File: config.mk
export PLATFORM = sky130hd
export DESIGN_NAME = slfa_ctrl
export DESIGN_NICKNAME = d
export VERILOG_FILES = /design/src/rtl/slfa_pkg.sv /design/src/rtl/slfa_ctrl.sv
export SDC_FILE = /design/constraint.sdc
export NUM_CORES = 1
export LEC_CHECK = 0
export BUFFER_PORTS_ARGS = -buffer_cell sky130_fd_sc_hd__buf_2
export CELL_PAD_IN_SITES_DETAIL_PLACEMENT = 1
export CELL_PAD_IN_SITES_GLOBAL_PLACEMENT = 1
export CORE_AREA = 2 2 39 41
export DETAILED_ROUTE_END_ITERATION = 7
export DIE_AREA = 0 0 41 43
export PLACE_DENSITY = 0.4
export SLEW_MARGIN = 20
export SYNTH_ARGS = -nofsm -noshare
export SYNTH_HDL_FRONTEND = slang
export SYNTH_SLANG_ARGS = --single-unit
File: constraint.sdc
create_clock -name i_clk -period 1.3 [get_ports i_clk]
set_input_delay 0.39 -clock i_clk [delete_from_list [all_inputs] [get_ports i_clk]]
set_output_delay 0.39 -clock i_clk [all_outputs]
set_load 0.02 [all_outputs]
File: src/rtl/slfa_pkg.sv
// ----------------------------------------------------------------------------
// slfa_pkg
// Shared types and constants for the slot free-list allocator: the input
// and result words, mode codes, controller states, and the command and
// status groups that pass between controller and datapath.
// ----------------------------------------------------------------------------
package slfa_pkg;

    // fixed width of the slot fields in the words
    localparam int SLOT_W = 10;

    // default number of slots in the store
    localparam int SLOT_COUNT_DEF = 1024;

    // request codes
    localparam logic MODE_ALLOC = 1'b0;
    localparam logic MODE_FREE  = 1'b1;

    // input word
    typedef struct packed {
        logic              mode;
        logic [SLOT_W-1:0] slot_index;
    } t_in_word;

    // result word
    typedef struct packed {
        logic [SLOT_W-1:0] granted_slot;
        logic              ok;
    } t_out_word;

    // controller states
    typedef enum logic {
        S_IDLE,
        S_POP
    } t_state;

    // controller to datapath
    typedef struct packed {
        logic accept;     // take the input word and update state
        logic load_head;  // head takes the link read from the store
    } t_ctrl_cmd;

    // datapath to controller
    typedef struct packed {
        logic pop;        // current request pops the free list
    } t_dp_status;

endpackage

File: src/rtl/slfa_ctrl.sv
// ----------------------------------------------------------------------------
// slfa_ctrl
// Controller for the slot allocator: takes input words, holds the result
// valid until it is taken, and passes through the pop state on a pop while the
// head's link comes back from the store.
// ----------------------------------------------------------------------------
module slfa_ctrl (
    input  logic                  i_clk,
    input  logic                  i_rst_n,
    input  logic                  i_in_valid,
    input  logic                  i_out_stall,
    input  slfa_pkg::t_dp_status  i_status,
    output logic                  o_in_stall,
    output logic                  o_out_valid,
    output slfa_pkg::t_ctrl_cmd   o_cmd
);

    slfa_pkg::t_state r_state, n_state;
    logic             r_out_valid, n_out_valid;
    logic             accept;

    assign accept = i_in_valid && !o_in_stall;

    // next state
    always_comb begin
        n_state = r_state;
        case (r_state)
            slfa_pkg::S_IDLE: begin
                if (accept && i_status.pop) begin
                    n_state = slfa_pkg::S_POP;
                end
            end
            slfa_pkg::S_POP: begin
                n_state = slfa_pkg::S_IDLE;
            end
            default: begin
                n_state = slfa_pkg::S_IDLE;
            end
        endcase
    end

    // outputs
    always_comb begin
        o_in_stall      = 1'b1;
        o_cmd.load_head = 1'b0;
        case (r_state)
            slfa_pkg::S_IDLE: begin
                o_in_stall = r_out_valid && i_out_stall;
            end
            slfa_pkg::S_POP: begin
                o_cmd.load_head = 1'b1;
            end
            default: begin
                o_in_stall = 1'b1;
            end
        endcase
        o_cmd.accept = i_in_valid && !o_in_stall;
    end

    // result valid: set on accept, cleared once taken
    always_comb begin
        n_out_valid = r_out_valid;
        if (accept) begin
            n_out_valid = 1'b1;
        end else if (!i_out_stall) begin
            n_out_valid = 1'b0;
        end
    end

    always_ff @(posedge i_clk) begin
        if (!i_rst_n) begin
            r_state     <= slfa_pkg::S_IDLE;
            r_out_valid <= 1'b0;
        end else begin
            r_state     <= n_state;
            r_out_valid <= n_out_valid;
        end
    end

    assign o_out_valid = r_out_valid;

`ifndef ASSERT_OFF
    // the pop state always returns straight to idle
    a_pop_one_cycle: assert property (@(posedge i_clk) disable iff (!i_rst_n)
        r_state == slfa_pkg::S_POP |=> r_state == slfa_pkg::S_IDLE)
        else $error("pop state held too long");

    // an accepted pop enters the pop state
    a_pop_enter: assert property (@(posedge i_clk) disable iff (!i_rst_n)
        accept && i_status.pop |=> r_state == slfa_pkg::S_POP)
        else $error("pop not followed by link load");

    // every accepted word leaves a result waiting
    a_result_after_accept: assert property (@(posedge i_clk) disable iff (!i_rst_n)
        accept |=> r_out_valid)
        else $error("accepted word gave no result");
`endif

endmodule

==> results.md, run 1 <==
* DR pass1 iterations at 2
* Slew HR at 0.920
* Sequential area share after synthesis at 0.372
* DP Area at 153 µm²
* Avg Cell Area, Syn at 9.78 µm²
* Yosys warns at 0
* Final Cell Area at 205 µm²
* Hold buffer count at cts at 0
* Layout Skew at 0.000568 ns
* Total Wirelength at 332 µm
* Outcome: finished with violations
* GR Util All Layers at 0.0420
* Pwr per Cell Area at 1260 nW/µm²
* Ports at 9
* Hold Crit Class: input port to register
* Final Max Slew Viols at 0
* Worst EP arrival at 0.93 ns
* Synth Net Count at 16
* CTS buffer count at 3
* CORE AREA at 1380 µm²
* Mux contribution to synthesized area at 0
* Vias per Instance at 2.95
* Final period util at 1.01
* ANT nets after route at 0
* # port buffers at 8
* Diodes inserted at 0
* FMAX at 759 MHz
* Root buf cell: clkbuf_4
* Htree depth at 1
* Dominant cells by area after synthesis: dfxtp_1 (37%), buf_4 (14%), nand2b_4 (13%), nor3b_2 (12%), a21boi_1 (7.0%)
* Synth-to-Final Area Change at 90.7%
* DRC viols at 0
* Final Total Pwr at 0.259 mW
* Slew @ Worst Pin at 0.120 ns
* First-pass GRT wire length at 400 µm
* Critical path type: register to primary output
* Std-Cell Rows at 14
* Failing checks: setup timing
* Clk slew on worst S/H paths at 0.03 ns
* Cell area after synthesis at 108 µm²
* Die height at 43 µm
* Initial drt markers at 1
* Final Critical Period at 1.32 ns
* Post-synthesis compound-gate area fraction at 0.116
* VDD IR max at 150 µV
* Yosys top cell by area: dfxtp_1
* Adder-cell share of the synthesized area at 0
* Largest family of logic cells by synthesized area: simple AND/OR/NAND/NOR gates
* DR vias at 112
* Antenna violations before repair at 0
* Routability Congestion at 0.464
* Fin nets at 29
* Die area at 1760 µm²
* #FFs+latches synth at 2
* RSZ-0062 raised after global routing: yes
* Worst-path fanout max at 3
* Initial Util at 0.0778
* Fin util at 0.148
* Max cap viols at 0
* Clk sinks at 2
* Largest net degree at the start of global routing at 4
* Dpl ws at 0.0722 ns
* Synth Area in XOR/XNOR at 0
* Kind of end point of the critical path: primary output
* Vias in the first global route at 116
* LEAKAGE at 0.0994 nW
* WL per Instance at 8.74 µm
* CP required at 0.91 ns
* Setup Viol. Count Final at 1
* Insertion delay to the later sink of the worst-skew pair at 0.22 ns
* CTS tree: built
* Setup TNS at -0.0177 ns
* Share of cells above drive strength 1 at 0.818
* Final Hold Viols at 0
* Die X at 41 µm
* Kind of start point of the critical path: register
* Post-synthesis simple-gate area fraction at 0.372
* Clock buffer depth at 2
* Post-Synthesis Cells at 11
* Top cell type's share of synthesized area at 0.372
* Yosys cell types at 8
* GRT Residual Overflow at 0
* Final setup margin at -0.0177 ns
[worst paths after layout]
path / slack, ns / cells past startpoint / from / endpoint
setup / recovery: -0.02 / 3 / r_state$_SDFF_PP0_ / o_cmd[1]
hold / removal: 0.42 / 2 / i_rst_n / o_out_valid$_SDFFE_PN0P_
setup reg to reg: 0.37 / 4 / r_state$_SDFF_PP0_ / r_state$_SDFF_PP0_
hold reg to reg: 0.51 / 2 / o_out_valid$_SDFFE_PN0P_ / o_out_valid$_SDFFE_PN0P_
[cells in the final DEF (no fill, tap or decap)]
| cell type | instances |
|---|---|
| a21boi_1 | 1 |
| nor3b_2 | 1 |
| dfxtp_2 | 2 |
| a21oi_2 | 1 |
| buf_2 | 6 |
| nand2b_4 | 1 |
| buf_4 | 3 |
| clkbuf_4 | 3 |
| nand2b_1 | 1 |
| nand2_1 | 2 |
| buf_6 | 1 |
[Yosys cell counts]
master	count
nor3b_2	1
a21boi_1	1
nand2b_4	1
nand2b_1	1
dfxtp_1	2
a21oi_1	1
buf_4	2
nand2_1	2
[registers in the layout, summed over array words and instances (netlist names)]
| register | cells |
|---|---|
| r_state | 1 |
| o_out_valid | 1 |
[worst max-delay path, stage by stage, from the launching register on]
cell      delay, ns
dfxtp_2        0.31
nand2b_4       0.14
a21oi_2        0.12
buf_6          0.13
[timing repair]
item,in CTS,in global routing
setup endpoints to repair,1,2
setup buffers,1,1
gates resized for setup,4,2
pin swaps,0,0
[metrics by stage]
| step | hold slack [ns] | cells |
|---|---|---|
| finish | 0.423 | 38 |
| global route | 0.426 | 38 |
| CTS | 0.418 | 37 |
| detailed placement | 0.512 | 33 |
| global placement | 0.493 | 33 |
| floorplan | 0.529 | 11 |
[layout make-up]
| cell class | count | area, µm² |
|---|---|---|
| fill | 164 | 1180 |
| timing repair buffer | 10 | 63.8 |
| multi-input combinational | 7 | 56.3 |
| sequential | 2 | 42.5 |
| clock buffer | 3 | 22.5 |
| tap | 16 | 20.0 |
[cells by family after synthesis]
group | count (synthesis)
buffers and inverters | 2
AND/OR/NAND/NOR | 5
flip-flops | 2
AO/OA/AOI/OAI | 2
[layer usage]
metal	global-route usage	share of wire	up-vias
met5	0	0	-
met4	0.0600	0	0
met3	0.0314	0.18	0
met2	0.0563	0.49	9
met1	0.0287	0.33	47
li1	-	-	56
[power breakdown]
part / switching, mW / internal (mW)
clock: 0.0365 / 0.102
combinational: 0.0254 / 0.0265
sequential: 0.00261 / 0.0661
total: 0.0644 / 0.195
(Power assumes the default switching activity.)
==> run 2, diff against run 1 <==
--- a/config.mk
+++ b/config.mk
@@ -11,7 +11,8 @@
 export CORE_AREA = 2 2 39 41
 export DETAILED_ROUTE_END_ITERATION = 7
 export DIE_AREA = 0 0 41 43
-export PLACE_DENSITY = 0.4
+export HOLD_SLACK_MARGIN = 0.15
+export PLACE_DENSITY = 0.41
 export SLEW_MARGIN = 20
 export SYNTH_ARGS = -nofsm -noshare
 export SYNTH_HDL_FRONTEND = slang
==> constraint.sdc (replaced) <==
create_clock -name i_clk -period 1.1 [get_ports i_clk]
set_input_delay 0.33 -clock i_clk [delete_from_list [all_inputs] [get_ports i_clk]]
set_output_delay 0.33 -clock i_clk [all_outputs]
set_load 0.02 [all_outputs]
==> run 2 against run 1 <==
The flow still finishes with violations (setup timing). Sequential power is 19% higher. Count of clock-buffer cells in the layout stayed put. Non-clock buffer count is 1 lower. Critical endpoint unchanged. Highest routed layer is now met4. Routed wire length is 3.0% higher. Largest power group unchanged.
==> results.md, run 2 (synthesis results as in run 1) <==
* Critical path type: register to primary output
* DR pass1 iterations at 2
* DR vias at 112
* Initial drt markers at 6
* Commonest non-fill, non-tap cell in the layout: buf_2
* GRT Residual Overflow at 0
* Htree depth at 1
* Multi-input combinational cell area at 63.8 µm²
* Share of cells above drive strength 1 at 0.857
* Pwr per Cell Area at 1430 nW/µm²
* Layout Skew at 0.00246 ns
* WL per Instance at 9.24 µm
* CTS tree: built
* Worst EP arrival at 0.91 ns
* Setup bufs post-CTS at 0
* DP Area at 160 µm²
* Most frequent cells in the layout: buf_2 (5), clkbuf_4 (3), buf_6 (2), buf_4 (2)
* Slew HR at 0.931
* Kind of end point of the critical path: primary output
* Setup TNS at -0.198 ns
* Root buf cell: clkbuf_4
* Worst-path fanout max at 3
* Setup Viol. Count Final at 2
* Routability Congestion at 0.477
* Diodes inserted at 0
* Failing checks: setup timing
* Die height at 43 µm
* Vias per Instance at 3.03
* Clk sinks at 2
* CTS buffer count at 3
* First-pass GRT wire length at 545 µm
* Register area at 45.0 µm²
* Vias in the first global route at 140
* Outcome: finished with violations
* Fin nets at 28
* Antenna violations before repair at 0
* LEAKAGE at 0.103 nW
* FMAX at 806 MHz
* GR Util All Layers at 0.0591
* FILL cells at 166
* Hold buffer count at cts at 0
* Largest net degree at the start of global routing at 4
* CORE AREA at 1380 µm²
* RSZ-0062 raised after global routing: yes
* Hold Crit Class: input port to register
* Final Max Slew Viols at 0
* Ports at 9
* Final Critical Period at 1.24 ns
* Fin util at 0.155
* Clk slew on worst S/H paths at 0.03 ns
* Die area at 1760 µm²
* Dpl ws at -0.0198 ns
* ANT nets after route at 0
* CP required at 0.77 ns
* Worst hold margin at 0.360 ns
* Clock buffer depth at 2
* Synth-to-Final Area Change at 98.8%
* Die X at 41 µm
* Final setup margin at -0.141 ns
* Final period util at 1.13
* # port buffers at 8
* Kind of start point of the critical path: register
* Final Cell Area at 214 µm²
* Final Hold Viols at 0
* DRC viols at 0
* Total Wirelength at 342 µm
* Std-Cell Rows at 14
* Slew @ Worst Pin at 0.104 ns
* Max cap viols at 0
* Initial Util at 0.0778
* VDD IR max at 189 µV
* Insertion delay to the later sink of the worst-skew pair at 0.22 ns
run 2: changes by cell type in the layout (fill, tap and decap cells not counted), sizes merged:
cell  delta
buf      -1
run 2: metrics by stage:
| stage | instances | power (mW) |
|---|---|---|
| final | 37 | 0.305 |
| after global routing | 37 | 0.333 |
| after CTS | 37 | 0.315 |
| after detailed placement | 34 | 0.133 |
| after global placement | 34 | 0.129 |
| after floorplan | 11 | 0.114 |
run 2: power breakdown:
part	total (mW)	internal, mW	switching (mW)
logic	0.0635	0.0326	0.0309
registers	0.0821	0.0772	0.00486
clock network	0.159	0.120	0.0393
total	0.305	0.230	0.0750
run 2: path summary, 6_finish.rpt:
kind                            depth (start not counted)  slack (ns)                startpoint                       end
worst max-delay path                                    3       -0.14        r_state$_SDFF_PP0_                  o_cmd[1]
worst min-delay path                                    3        0.36                  i_status        r_state$_SDFF_PP0_
worst max register to register                          3        0.29        r_state$_SDFF_PP0_        r_state$_SDFF_PP0_
worst min register to register                          2        0.51  o_out_valid$_SDFFE_PN0P_  o_out_valid$_SDFFE_PN0P_
run 2: area by class of cell:
type,instances,area share
Timing Repair Buffer,9,0.292
Tap cell,16,0.0936
Multi-Input combinational cell,7,0.298
Clock buffer,3,0.105
Sequential cell,2,0.211
run 2: worst max-delay path, cell delays in order, from the launching register on:
cell	delay (ns)
dfxtp_2	0.31
nand2b_4	0.14
a21oi_2	0.11
buf_6	0.13
run 2: repair_timing:
| action | 4_1_cts | 5_1_grt |
|---|---|---|
| setup endpoints to repair | 3 | 3 |
| endpoints found under the hold margin | 0 | 0 |
| gates resized for setup | 7 | 4 |
run 2: layer usage:
layer  track usage  vias to the layer above  share of wire
li1              -                       55              -
met1        0.0350                       46           0.33
met2        0.0750                        9           0.50
met3        0.0628                        2           0.15
met4        0.0800                        0          0.018
met5             0                        -              0
==> run 3, diff against run 2 <==
--- a/config.mk
+++ b/config.mk
@@ -12,7 +12,7 @@
 export DETAILED_ROUTE_END_ITERATION = 7
 export DIE_AREA = 0 0 41 43
 export HOLD_SLACK_MARGIN = 0.15
-export PLACE_DENSITY = 0.41
+export PLACE_DENSITY = 0.4
 export SLEW_MARGIN = 20
 export SYNTH_ARGS = -nofsm -noshare
 export SYNTH_HDL_FRONTEND = slang
==> constraint.sdc (replaced) <==
create_clock -name i_clk -period 1.45 [get_ports i_clk]
set_input_delay 0.435 -clock i_clk [delete_from_list [all_inputs] [get_ports i_clk]]
set_output_delay 0.435 -clock i_clk [all_outputs]
set_load 0.02 [all_outputs]
==> run 3 against run 2 <==
The flow now finishes without violations. Critical path depth is the same. Sequential power down 26%. Utilization is 2.8 points lower. Total power down 28%. Setup slack improved by 0.20 ns. Register-to-register slack better by 0.47 ns. Flip-flop and latch count is the same. Critical path type unchanged. Highest routed layer is now met3.
==> results.md, run 3 (synthesis results as in run 1) <==
* Pwr per Cell Area at 1260 nW/µm²
* Met2 Use GR at 0.0406
* GRT met1 Usage at 0.0287
* CP required at 1.02 ns
* Antenna violations before repair at 0
* Clock buffer depth at 2
* Multi-input combinational cell area at 52.6 µm²
* Flop2flop setup slack at 0.76 ns
* Clk slew on worst S/H paths at 0.03 ns
* Final Max Slew Viols at 0
* Insertion delay to the later sink of the worst-skew pair at 0.22 ns
* Slew HR at 0.925
* Worst-path fanout max at 3
* Most Crowded Layer GR: met4
* WL per Instance at 7.86 µm
* Fin nets at 27
* GRT met3 Usage at 0.0314
* ANT nets after route at 0
* VDD IR max at 127 µV
* Ports at 9
* Vias per Instance at 2.92
* Hold Crit Class: input port to register
* Hold buffer count at cts at 0
* Setup Viol. Count Final at 0
* Initial Util at 0.0778
* Clk sinks at 2
* Placed Cells incl. Taps at 33
* DR vias at 105
* CTS tree: built
* Die height at 43 µm
* Setup TNS at 0 ns
* Std-Cell Rows at 14
* Root buf cell: clkbuf_4
* Most frequent cells in the layout: buf_2 (8), clkbuf_4 (3), nand2_1 (2), dfxtp_1 (2)
* DR pass1 iterations at 4
* CORE AREA at 1380 µm²
* Vias in the first global route at 98
* Critical path type: register to primary output
* Layout Skew at 0.000568 ns
* Final Critical Period at 1.39 ns
* FILL cells at 161
* DP Area at 153 µm²
* CTS buffer count at 3
* Worst EP arrival at 0.95 ns
* Diodes inserted at 0
* Largest net degree at the start of global routing at 4
* Kind of start point of the critical path: register
* Slew @ Worst Pin at 0.111 ns
* Initial drt markers at 1
* FMAX at 720 MHz
* Register area at 40.0 µm²
* Final Cell Area at 175 µm²
* Fin util at 0.127
* Commonest non-fill, non-tap cell in the layout: buf_2
* Die area at 1760 µm²
* Total Wirelength at 283 µm
* Synth-to-Final Area Change at 62.8%
* Htree depth at 1
* Final Hold Viols at 0
* DRC viols at 0
* First-pass GRT wire length at 338 µm
* LEAKAGE at 0.0871 nW
* Setup bufs post-CTS at 0
* Share of cells above drive strength 1 at 0.650
* GR Util All Layers at 0.0370
* # port buffers at 8
* Final period util at 0.958
* Max cap viols at 0
* RSZ-0062 raised after global routing: no
* Die X at 41 µm
* Post_cts resized at 0
* Routability Congestion at 0.464
* Outcome: finished, final reports clean
* GRT Residual Overflow at 0
* Kind of end point of the critical path: primary output
* Non-filler cells, final at 36
-- run 3: cell count changes in the layout (fill, tap and decap cells not counted) --
cell / previous run / this run
a21oi_1: 0 / 1
dfxtp_2: 1 / 0
a21oi_2: 1 / 0
buf_4: 2 / 0
dfxtp_4: 1 / 0
buf_2: 5 / 8
nand2_1: 1 / 2
dfxtp_1: 0 / 2
buf_6: 2 / 0
nand2_4: 1 / 0
-- run 3: cell type report --
cell class,instances,area share
Clock buffer,3,0.129
Multi-Input combinational cell,7,0.300
Sequential cell,2,0.229
Tap cell,16,0.114
Timing Repair Buffer,8,0.229
-- run 3: worst paths after layout --
| path | start | end | depth (start not counted) |
|---|---|---|---|
| max reg2reg | r_state$_SDFF_PP0_ | r_state$_SDFF_PP0_ | 2 |
| min reg2reg | o_out_valid$_SDFFE_PN0P_ | o_out_valid$_SDFFE_PN0P_ | 2 |
| min | i_rst_n | o_out_valid$_SDFFE_PN0P_ | 2 |
| max | r_state$_SDFF_PP0_ | o_cmd[1] | 3 |
-- run 3: worst max-delay path, stage by stage, from the launching register on --
cell and delay (ns):
dfxtp_1 0.31, nand2b_4 0.15, a21oi_1 0.10, buf_2 0.17
-- run 3: stage by stage --
stage | worst slack (ns) | hold WS [ns] | power (mW)
finish | 0.0616 | 0.467 | 0.220
global route | 0.0121 | 0.479 | 0.239
CTS | 0.0377 | 0.464 | 0.231
detailed placement | 0.132 | 0.512 | 0.0971
global placement | 0.138 | 0.493 | 0.0959
floorplan | 0.285 | 0.529 | 0.0862
-- run 3: where the power goes --
group	switching (mW)	internal, mW	total [mW]
registers	0.00199	0.0587	0.0606
logic	0.0199	0.0152	0.0352
clock network	0.0327	0.0914	0.124
-- run 3: routing by layer --
layer  share of wire  routed length [µm]
met4               0                   0
met2            0.42                 120
met5               0                   0
met3            0.22                  63
met1            0.35                 100
